--- src/rtl/core/lpc_pkg.sv ---
`default_nettype none
package lpc_pkg;

  localparam int ADDR_W     = 48;
  localparam int COUNT_W    = 17;
  localparam int MAXR_W     = 21;
  localparam int SLOT_OUT_W = 3;
  localparam int INPG_OUT_W = 12;
  localparam int COPY_OUT_W = 13;
  localparam int STAMP_W    = 32;

  localparam int IN_DATA_W  = 72;
  localparam int OUT_DATA_W = 128;
  localparam int OUT_USED_W = SLOT_OUT_W + 1 + ADDR_W + ADDR_W + INPG_OUT_W + COPY_OUT_W;

  localparam int CFG_IDX_W = 2;
  localparam logic [CFG_IDX_W-1:0] CFG_STREAM_SIZE  = 2'd0;
  localparam logic [CFG_IDX_W-1:0] CFG_BASE_ADDRESS = 2'd1;

  typedef enum logic [2:0] {
    LPC_IDLE,
    LPC_CHECK,
    LPC_ERR,
    LPC_LOOK,
    LPC_SCAN,
    LPC_EMIT
  } lpc_state_t;

  typedef struct packed {
    logic load;
    logic look;
    logic scan;
    logic emit;
    logic emit_err;
  } lpc_cmd_t;

  typedef struct packed {
    logic err;
    logic look_hit;
    logic scan_last;
    logic seg_last;
    logic out_free;
  } lpc_stat_t;

endpackage
`default_nettype wire

--- src/rtl/core/lpc_ctrl.sv ---
`default_nettype none
module lpc_ctrl (
  input  logic                clk,
  input  logic                rst_n,
  input  logic                in_valid,
  output logic                in_ready,
  input  lpc_pkg::lpc_stat_t  stat,
  output lpc_pkg::lpc_cmd_t   cmd
);
  import lpc_pkg::*;

  lpc_state_t state_r, state_nxt;

  always_ff @(posedge clk) begin
    if (!rst_n) begin
      state_r <= LPC_IDLE;
    end else begin
      state_r <= state_nxt;
    end
  end

  always_comb begin
    state_nxt = state_r;
    case (state_r)
      LPC_IDLE:  if (in_valid) state_nxt = LPC_CHECK;
      LPC_CHECK: state_nxt = stat.err ? LPC_ERR : LPC_LOOK;
      LPC_ERR:   if (stat.out_free) state_nxt = LPC_IDLE;
      LPC_LOOK:  state_nxt = stat.look_hit ? LPC_EMIT : LPC_SCAN;
      LPC_SCAN:  if (stat.scan_last) state_nxt = LPC_EMIT;
      LPC_EMIT: begin
        if (stat.out_free) state_nxt = stat.seg_last ? LPC_IDLE : LPC_LOOK;
      end
      default:   state_nxt = LPC_IDLE;
    endcase
  end

  always_comb begin
    in_ready     = 1'b0;
    cmd          = '0;
    case (state_r)
      LPC_IDLE: begin
        in_ready = 1'b1;
        cmd.load = in_valid;
      end
      LPC_ERR:  cmd.emit_err = stat.out_free;
      LPC_LOOK: cmd.look = 1'b1;
      LPC_SCAN: cmd.scan = 1'b1;
      LPC_EMIT: cmd.emit = stat.out_free;
      default: begin
        in_ready = 1'b0;
        cmd      = '0;
      end
    endcase
  end

endmodule
`default_nettype wire

--- src/rtl/core/lpc_dp.sv ---
`default_nettype none
module lpc_dp #(
  parameter int SLOTS       = 8,
  parameter int PAGE_BYTES  = 4096,
  parameter int MAX_REQUEST = 65536
) (
  input  logic                              clk,
  input  logic                              rst_n,
  input  logic                              cfg_we,
  input  logic [lpc_pkg::CFG_IDX_W-1:0]     cfg_index,
  input  logic [lpc_pkg::ADDR_W-1:0]        cfg_data,
  input  logic [lpc_pkg::ADDR_W-1:0]        req_offset,
  input  logic [lpc_pkg::COUNT_W-1:0]       req_count,
  input  lpc_pkg::lpc_cmd_t                 cmd,
  output lpc_pkg::lpc_stat_t                stat,
  input  logic                              out_ready,
  output logic                              out_valid,
  output logic [lpc_pkg::OUT_DATA_W-1:0]    out_data,
  output logic                              out_last,
  output logic                              out_err
);
  import lpc_pkg::*;

  localparam int SLOT_W = $clog2(SLOTS);
  localparam int PAGE_W = $clog2(PAGE_BYTES);
  localparam int ROOM_W = PAGE_W + 1;
  localparam int CMP_W  = (ROOM_W > COUNT_W) ? ROOM_W : COUNT_W;
  localparam int PAD_W  = OUT_DATA_W - OUT_USED_W;

  logic [ADDR_W-1:0]  size_r, base_r;
  logic [ADDR_W-1:0]  cur_r;
  logic [COUNT_W-1:0] left_r;
  logic [ADDR_W-1:0]  tags_r   [SLOTS];
  logic [STAMP_W-1:0] stamps_r [SLOTS];
  logic [STAMP_W-1:0] counter_r;

  logic               hit_r;
  logic [SLOT_W-1:0]  hit_slot_r, victim_r, scan_idx_r;
  logic [STAMP_W-1:0] best_r;
  logic [ADDR_W-1:0]  pbase_r, fill_r;
  logic [PAGE_W-1:0]  inpage_r;
  logic [ROOM_W-1:0]  copy_r;
  logic               seg_last_r;

  logic                  out_valid_r;
  logic [OUT_DATA_W-1:0] out_data_r;
  logic                  out_last_r, out_err_r;

  logic [ADDR_W-1:0]  pbase_c;
  logic [PAGE_W-1:0]  inpage_c;
  logic [ROOM_W-1:0]  room_c, copy_c;
  logic               take_room_c;
  logic               hit_any_c;
  logic [SLOT_W-1:0]  hit_idx_c;
  logic [ADDR_W:0]    end_c;
  logic               err_c;
  logic [SLOT_W-1:0]  emit_slot_c;
  logic [STAMP_W-1:0] stamp_nxt;

  assign pbase_c     = {cur_r[ADDR_W-1:PAGE_W], {PAGE_W{1'b0}}};
  assign inpage_c    = cur_r[PAGE_W-1:0];
  assign room_c      = ROOM_W'(PAGE_BYTES) - {1'b0, inpage_c};
  assign take_room_c = CMP_W'(room_c) < CMP_W'(left_r);
  assign copy_c      = take_room_c ? room_c : ROOM_W'(CMP_W'(left_r));

  // tags are unique once installed, so the lowest matching index is the match
  always_comb begin
    hit_any_c = 1'b0;
    hit_idx_c = '0;
    for (int i = SLOTS - 1; i >= 0; i--) begin
      if (tags_r[i] == pbase_c) begin
        hit_any_c = 1'b1;
        hit_idx_c = SLOT_W'(i);
      end
    end
  end

  // at check time cur_r holds the offset and left_r the count
  assign end_c = {1'b0, cur_r} + (ADDR_W + 1)'(left_r);
  assign err_c = (left_r == '0) || (MAXR_W'(left_r) > MAXR_W'(MAX_REQUEST)) ||
                 (end_c > {1'b0, size_r});

  assign emit_slot_c = hit_r ? hit_slot_r : victim_r;
  assign stamp_nxt   = counter_r + STAMP_W'(1);

  always_ff @(posedge clk) begin
    if (!rst_n) begin
      size_r <= '0;
      base_r <= '0;
    end else if (cfg_we) begin
      case (cfg_index)
        CFG_STREAM_SIZE:  size_r <= cfg_data;
        CFG_BASE_ADDRESS: base_r <= cfg_data;
        default: ;
      endcase
    end
  end

  always_ff @(posedge clk) begin
    if (!rst_n) begin
      for (int i = 0; i < SLOTS; i++) begin
        tags_r[i]   <= '1;
        stamps_r[i] <= '0;
      end
      counter_r <= '0;
    end else if (cmd.emit) begin
      if (!hit_r) tags_r[emit_slot_c] <= pbase_r;
      stamps_r[emit_slot_c] <= stamp_nxt;
      counter_r             <= stamp_nxt;
    end
  end

  always_ff @(posedge clk) begin
    if (cmd.load) begin
      cur_r  <= req_offset;
      left_r <= req_count;
    end else if (cmd.emit) begin
      cur_r  <= cur_r + ADDR_W'(copy_r);
      left_r <= left_r - COUNT_W'(copy_r);
    end
  end

  always_ff @(posedge clk) begin
    if (cmd.look) begin
      hit_r      <= hit_any_c;
      hit_slot_r <= hit_idx_c;
      pbase_r    <= pbase_c;
      fill_r     <= base_r + pbase_c;
      inpage_r   <= inpage_c;
      copy_r     <= copy_c;
      seg_last_r <= !take_room_c;
      victim_r   <= '0;
      best_r     <= stamps_r[0];
      scan_idx_r <= SLOT_W'(1);
    end else if (cmd.scan) begin
      if (stamps_r[scan_idx_r] < best_r) begin
        victim_r <= scan_idx_r;
        best_r   <= stamps_r[scan_idx_r];
      end
      scan_idx_r <= scan_idx_r + SLOT_W'(1);
    end
  end

  // output register: hold until taken
  always_ff @(posedge clk) begin
    if (!rst_n) begin
      out_valid_r <= 1'b0;
    end else if (cmd.emit || cmd.emit_err) begin
      out_valid_r <= 1'b1;
    end else if (out_ready) begin
      out_valid_r <= 1'b0;
    end
  end

  always_ff @(posedge clk) begin
    if (cmd.emit_err) begin
      out_data_r <= '0;
      out_last_r <= 1'b1;
      out_err_r  <= 1'b1;
    end else if (cmd.emit) begin
      out_data_r <= {{PAD_W{1'b0}}, COPY_OUT_W'(copy_r), INPG_OUT_W'(inpage_r), fill_r,
                     pbase_r, hit_r, SLOT_OUT_W'(emit_slot_c)};
      out_last_r <= seg_last_r;
      out_err_r  <= 1'b0;
    end
  end

  assign out_valid = out_valid_r;
  assign out_data  = out_data_r;
  assign out_last  = out_last_r;
  assign out_err   = out_err_r;

  assign stat.err       = err_c;
  assign stat.look_hit  = hit_any_c;
  assign stat.scan_last = (scan_idx_r == SLOT_W'(SLOTS - 1));
  assign stat.seg_last  = seg_last_r;
  assign stat.out_free  = !out_valid_r || out_ready;

endmodule
`default_nettype wire

--- src/rtl/core/lru_page_cache_lookup_core.sv ---
`default_nettype none
// Page lookup for a fully associative LRU page cache. Each request beat on
// in_ (byte offset, byte count) is checked for a nonzero count of at most
// MAX_REQUEST bytes within the configured stream size and answered either by
// one error beat (tuser set, tlast set, tdata zero) or by one beat per page
// touched, the last one marked by tlast. A request is taken only when the
// block is idle, then goes through the range check, and an error beat follows
// that. Each page segment is a tag compare across all slots, then result and
// stamp update; on a miss a victim search between them walks the use stamps
// one slot per cycle. A result waits in an output register, so a stalled
// out_tready only holds the block once the next result is ready. The tag store
// is set by reset itself, with no clearing pass. Configuration writes are
// always taken and must only be issued while the block is idle.
module lru_page_cache_lookup_core #(
  parameter int SLOTS       = 8,
  parameter int PAGE_BYTES  = 4096,
  parameter int MAX_REQUEST = 65536
) (
  input  logic                            clk,
  input  logic                            rst_n,
  input  logic                            in_tvalid,
  output logic                            in_tready,
  // byte_offset[47:0], byte_count[64:48], zero pad
  input  logic [lpc_pkg::IN_DATA_W-1:0]   in_tdata,
  output logic                            out_tvalid,
  input  logic                            out_tready,
  // slot[2:0], hit[3], page_base[51:4], fill_address[99:52],
  // in_page_offset[111:100], copy_bytes[124:112], zero pad
  output logic [lpc_pkg::OUT_DATA_W-1:0]  out_tdata,
  output logic                            out_tlast,
  // error[0]
  output logic                            out_tuser,
  input  logic                            cfg_valid,
  output logic                            cfg_ready,
  input  logic [lpc_pkg::CFG_IDX_W-1:0]   cfg_index,
  input  logic [lpc_pkg::ADDR_W-1:0]      cfg_data
);
  import lpc_pkg::*;

  lpc_cmd_t  cmd;
  lpc_stat_t stat;

  assign cfg_ready = 1'b1;

  lpc_ctrl u_ctrl (
    .clk      (clk),
    .rst_n    (rst_n),
    .in_valid (in_tvalid),
    .in_ready (in_tready),
    .stat     (stat),
    .cmd      (cmd)
  );

  lpc_dp #(
    .SLOTS       (SLOTS),
    .PAGE_BYTES  (PAGE_BYTES),
    .MAX_REQUEST (MAX_REQUEST)
  ) u_dp (
    .clk        (clk),
    .rst_n      (rst_n),
    .cfg_we     (cfg_valid),
    .cfg_index  (cfg_index),
    .cfg_data   (cfg_data),
    .req_offset (in_tdata[ADDR_W-1:0]),
    .req_count  (in_tdata[ADDR_W+COUNT_W-1:ADDR_W]),
    .cmd        (cmd),
    .stat       (stat),
    .out_ready  (out_tready),
    .out_valid  (out_tvalid),
    .out_data   (out_tdata),
    .out_last   (out_tlast),
    .out_err    (out_tuser)
  );

endmodule
`default_nettype wire

--- config.mk ---
export PLATFORM = sky130hd
export DESIGN_NAME = lru_page_cache_lookup_core
export DESIGN_NICKNAME = d
export VERILOG_FILES = /design/src/rtl/core/lpc_pkg.sv /design/src/rtl/core/lpc_ctrl.sv /design/src/rtl/core/lpc_dp.sv /design/src/rtl/core/lru_page_cache_lookup_core.sv
export SDC_FILE = /design/constraint.sdc
export NUM_CORES = 2
export LEC_CHECK = 0
export ABC_AREA = 1
export ABC_CLOCK_PERIOD_IN_PS = 11600
export BUFFER_PORTS_ARGS = -buffer_cell sky130_fd_sc_hd__buf_2
export CAP_MARGIN = 15
export CORE_MARGIN = 2
export CORE_UTILIZATION = 35
export CTS_CLUSTER_DIAMETER = 60
export CTS_CLUSTER_SIZE = 28
export DETAILED_ROUTE_END_ITERATION = 16
export PLACE_DENSITY = 0.58
export SYNTH_ARGS = -nofsm -noshare
export SYNTH_HDL_FRONTEND = slang
export SYNTH_SLANG_ARGS = --single-unit
--- constraint.sdc ---
create_clock -name clk -period 11.6 [get_ports clk]
set_clock_uncertainty 0.1 [all_clocks]
set_input_delay 3.48 -clock clk [delete_from_list [all_inputs] [get_ports clk]]
set_output_delay 3.48 -clock clk [all_outputs]
set_load 0.05 [all_outputs]
==> results.md <==
Route:
- The routed wire length per instance is roughly 21 um.
- The number of nets with antenna violations after detailed routing is 0.
- In the detailed route, the total length drawn on met3 is 13400 um.
- The routed via count divided by cell count is roughly 5.1.
- The detailed router put a total of 66500 um of wire on met1.
- The topmost layer with routed signal wires is met4.
- The routed design has ~170000 um of wire.
- For this run, design rule violations remaining after detail routing come to 0.
- The number of DRC violations after detailed-routing iteration 0 is approximately 3600.
- Summing over every cut layer, the via total after detailed routing is around 41000.
- Detailed routing placed a total of ~84000 um of wire on met2.
- The first detailed-routing pass ran for 5 iterations.

STA:
- The final critical path time including I/O delays and setup is approximately 6.8 ns.
- The number of failing hold endpoints at the final stage was 0.
- For this run, the top clock speed supported by timing is between 0.1 and 0.15 GHz.
- Of the available clock period, the critical path in the final layout requires 0.584.
- Setup repair after global routing left no endpoint under its margin.
- Adding up every negative setup slack in the final design gives 0 ns.
- At the pin with the least slew margin, the transition time is ~1.2 ns.
- Headroom to the max-slew limit came out at 0.191.
- The final number of max-transition violations is 0.
- Setup violations remaining at the end of the flow were counted as 0.
- Across all setup checks in the final design, the least slack found is a little under 5 ns.

Power:
- The standby leakage power is around 24 nW.
- The power per unit of standard cell area is 263 nW/um^2.
- The maximum vdd drop is ~0.17 mV.

Synth:
- The cell count after synthesis is 5791.
- The most instantiated library cell after synthesis is nor2_1.
- Counting instances in the post-synthesis netlist gives the leading cell types as 1319 x nor2_1, 835 x nand2_1, 755 x edfxtp_1.
- After synthesis, the cell types taking the most area are edfxtp_1 44%, dfxtp_1 10%, nor2_1 9.6%.
- The post-synthesis cell type count is between 60 and 70.
- The dominant cell type by area after synthesis is edfxtp_1.
- The share of the Yosys chip area taken by registers is 0.542.
- The number of flip-flops and latches in the synthesized netlist is 1019.
- The share of synthesized area in the top cell type comes to 0.439.
- The number of warning messages in the yosys log is 0.
- Dividing the synthesized area by the synthesized cell count gives 8.91 um^2.
- Of all flip-flops after synthesis, the portion carrying an async set or reset was 0.
- In this run the cell area of the synthesized design comes to between 50000 and 60000 um^2.
- The number of flops mapped to enable cells by yosys is around 760.
- The primary flip-flop cell chosen by synthesis mapping is edfxtp_1.

Global route:
- Entering global routing, the biggest net connects about 100 pins.
- The total routing resource utilization after global routing is 0.221.
- The initial antenna violation count came to 11.
- The global-route congestion overflow total is 0.
- The wire length of the first global-routing pass is around 250000 um.
- The number of global-route vias before repair came to 39173.

Clock network:
- The H-tree generated during clock tree synthesis spans 3 levels.
- The number of buffers added by the clock tree synthesis step is 99.
- The tree built by TritonCTS fans out to approximately 1000 sinks.
- In this run the deepest clock path goes through 3 buffers.
- After clock tree synthesis, the setup repair step added 0 buffers.
- The clock tree from TritonCTS is built.
- The root buffer cell chosen for the clock tree is clkbuf_16.
- At the later pin of the worst-skew pair, clock insertion delay measures 0.75 ns.
- The number of buffers inserted for hold repair after clock tree synthesis is 0.
- The number of cells upsized or downsized after cts is 0.
- The clock-pin slew on the worst setup and hold paths is approximately 0.08 ns.

Final layout:
- The net count of the finished layout is ~6300.
- For this run, the number of standard cells in the final layout without fillers is between 7000 and 8000.
- The area of combinational cells with multiple inputs is around 20000 um^2.
- The fraction of final layout cells with drive strength greater than 1 is 0.109.
- From synthesis to final layout, the design area changed by 12.8%.
- The post-layout instance area is ~58000 um^2.
- The area taken by flip-flops and latches is 28000 um^2.
- Fill cells in the final layout number between 10000 and 15000.

Min path:
- In this run the worst hold path is classified as flip-flop to flip-flop.

Worst setup path:
- The maximum fanout along the worst path is slightly below 80.
- The timing endpoint of the critical path is u_dp.stamps_r[2][22].
- The startpoint of the most critical setup path is out_tready.
- The data required time of the critical path is around 12 ns.
- The depth of the worst register-to-register path is 16.
- The setup path with the least slack is of type primary input to flip-flop.
- The setup check on the worst reg-to-reg path leaves a slack of between 5 and 6 ns.
- The launching element type of the critical path is a primary input.
- The endpoint of the most critical register-to-register path is u_dp.best_r[22].
- The worst setup path is captured at a flip-flop.
- The data arrival time of the critical path is a little over 7 ns.

Run status:
- The flow ran to the end, and the final reports show no timing, DRC or antenna violations.

Placement:
- Port buffering added ~240 buffers.
- The wire-length estimate of the detail-placed layout is 119000 um.
- The count of placed standard cells including taps is roughly 7800.
- The placed instances occupy a cell area of between 50000 and 60000 um^2.
- Prior to clock tree synthesis, the placed netlist has a worst setup slack of 4.06 ns.
- The routability-driven placement congestion ratio is between 0.9 and 1.

Floorplan:
- The floorplan step set the die height to just under 400 um.
- The die is between 300 and 400 um wide.
- The die covers approximately 150000 um^2.
- The number of placement rows is 140.
- For this configuration, the core starts out at a cell density of 0.353.
- The area of the core is ~150000 um^2.
- The number of primary I/O pins is 260.

Flow run:
- Across the run, the number of max-cap violations was 0.
area by class of cell:
class,count,area share
Sequential cell,1019,0.480
Multi-Input combinational cell,3974,0.351
Clock buffer,110,0.0449
Tap cell,1917,0.0412
Inverter,536,0.0347
Timing Repair Buffer,317,0.0308
Clock inverter,76,0.0167
Antenna cell,4,0.000172
cell usage in the layout, fill, tap and decap left out, types with 103 or more instances in the layout:
cell type / n
a21oi_1: 289
buf_2: 235
clkbuf_16: 103
dfxtp_1: 262
edfxtp_1: 755
ha_1: 174
inv_1: 486
nand2_1: 833
nor2_1: 1317
o21ai_0: 514
xnor2_1: 118
xor2_1: 141
how the worst min path moves through the flow:
| stage | startpoint | depth (start not counted) | to |
|---|---|---|---|
| 2_1_floorplan | u_dp.base_r[0] | 0 | u_dp.fill_r[0] |
| 3_3_place_gp | u_dp.base_r[3] | 0 | u_dp.fill_r[3] |
| 3_5_place_dp | u_dp.base_r[10] | 0 | u_dp.fill_r[10] |
| 4_1_cts | u_dp.base_r[10] | 0 | u_dp.fill_r[10] |
| 5_1_grt | u_dp.base_r[4] | 0 | u_dp.fill_r[4] |
| 6_report | u_dp.base_r[0] | 0 | u_dp.fill_r[0] |
metal layers:
| layer | up-vias | track usage |
|---|---|---|
| met2 | 1423 | 0.382 |
| li1 | 19573 | - |
| met1 | 19547 | 0.272 |
| met3 | 284 | 0.0424 |
| met5 | - | 0 |
| met4 | 0 | 0.0848 |
kinds of logic (layout without fill, tap and decap cells):
kind of cell | Yosys count | count (layout) | synth area share
AND/OR/NAND/NOR | 2520 | 2520 | 0.202
flip-flops | 1019 | 1019 | 0.542
AO/OA/AOI/OAI | 1000 | 1000 | 0.104
buffers and inverters | 812 | 1039 | 0.0643
XOR/XNOR | 260 | 260 | 0.0443
adder cells (fa/ha/maj) | 178 | 178 | 0.0437
other | 2 | 20 | 0.000145
report_power, final:
| group | internal [mW] | switching [mW] |
|---|---|---|
| Clock | 1.85 | 1.69 |
| Combinational | 1.94 | 4.63 |
| Sequential | 4.71 | 0.500 |
| Total | 8.51 | 6.82 |
per-stage QoR:
stage,hold WS [ns],power (mW),utilization
6_report,0.335,15.3,0.398
3_3_place_gp,0.309,11.8,0.374
2_1_floorplan,0.303,9.78,-
5_1_grt,0.349,16.3,0.398
4_1_cts,0.335,15.4,0.398
3_5_place_dp,0.312,11.8,0.374
registers in the layout, indices dropped and copies added, names as in the netlist, 32 cells and up, named ones only:
register,cells
u_dp.base_r,48
u_dp.counter_r,32
u_dp.stamps_r,256
u_dp.cur_r,48
u_dp.size_r,48
u_dp.fill_r,48
u_dp.pbase_r,36
u_dp.tags_r,296
u_dp.out_data,113
u_dp.best_r,32
worst max-delay path, stage by stage:
cell and delay, ns:
buf_2 0.09, nor2_1 0.63, nor2_4 0.10, inv_4 0.66, nor2_4 0.12, nand3_2 0.47
buf_4 0.45, nand2_1 0.57, buf_4 0.47
Power figures use the tool's default switching activity.
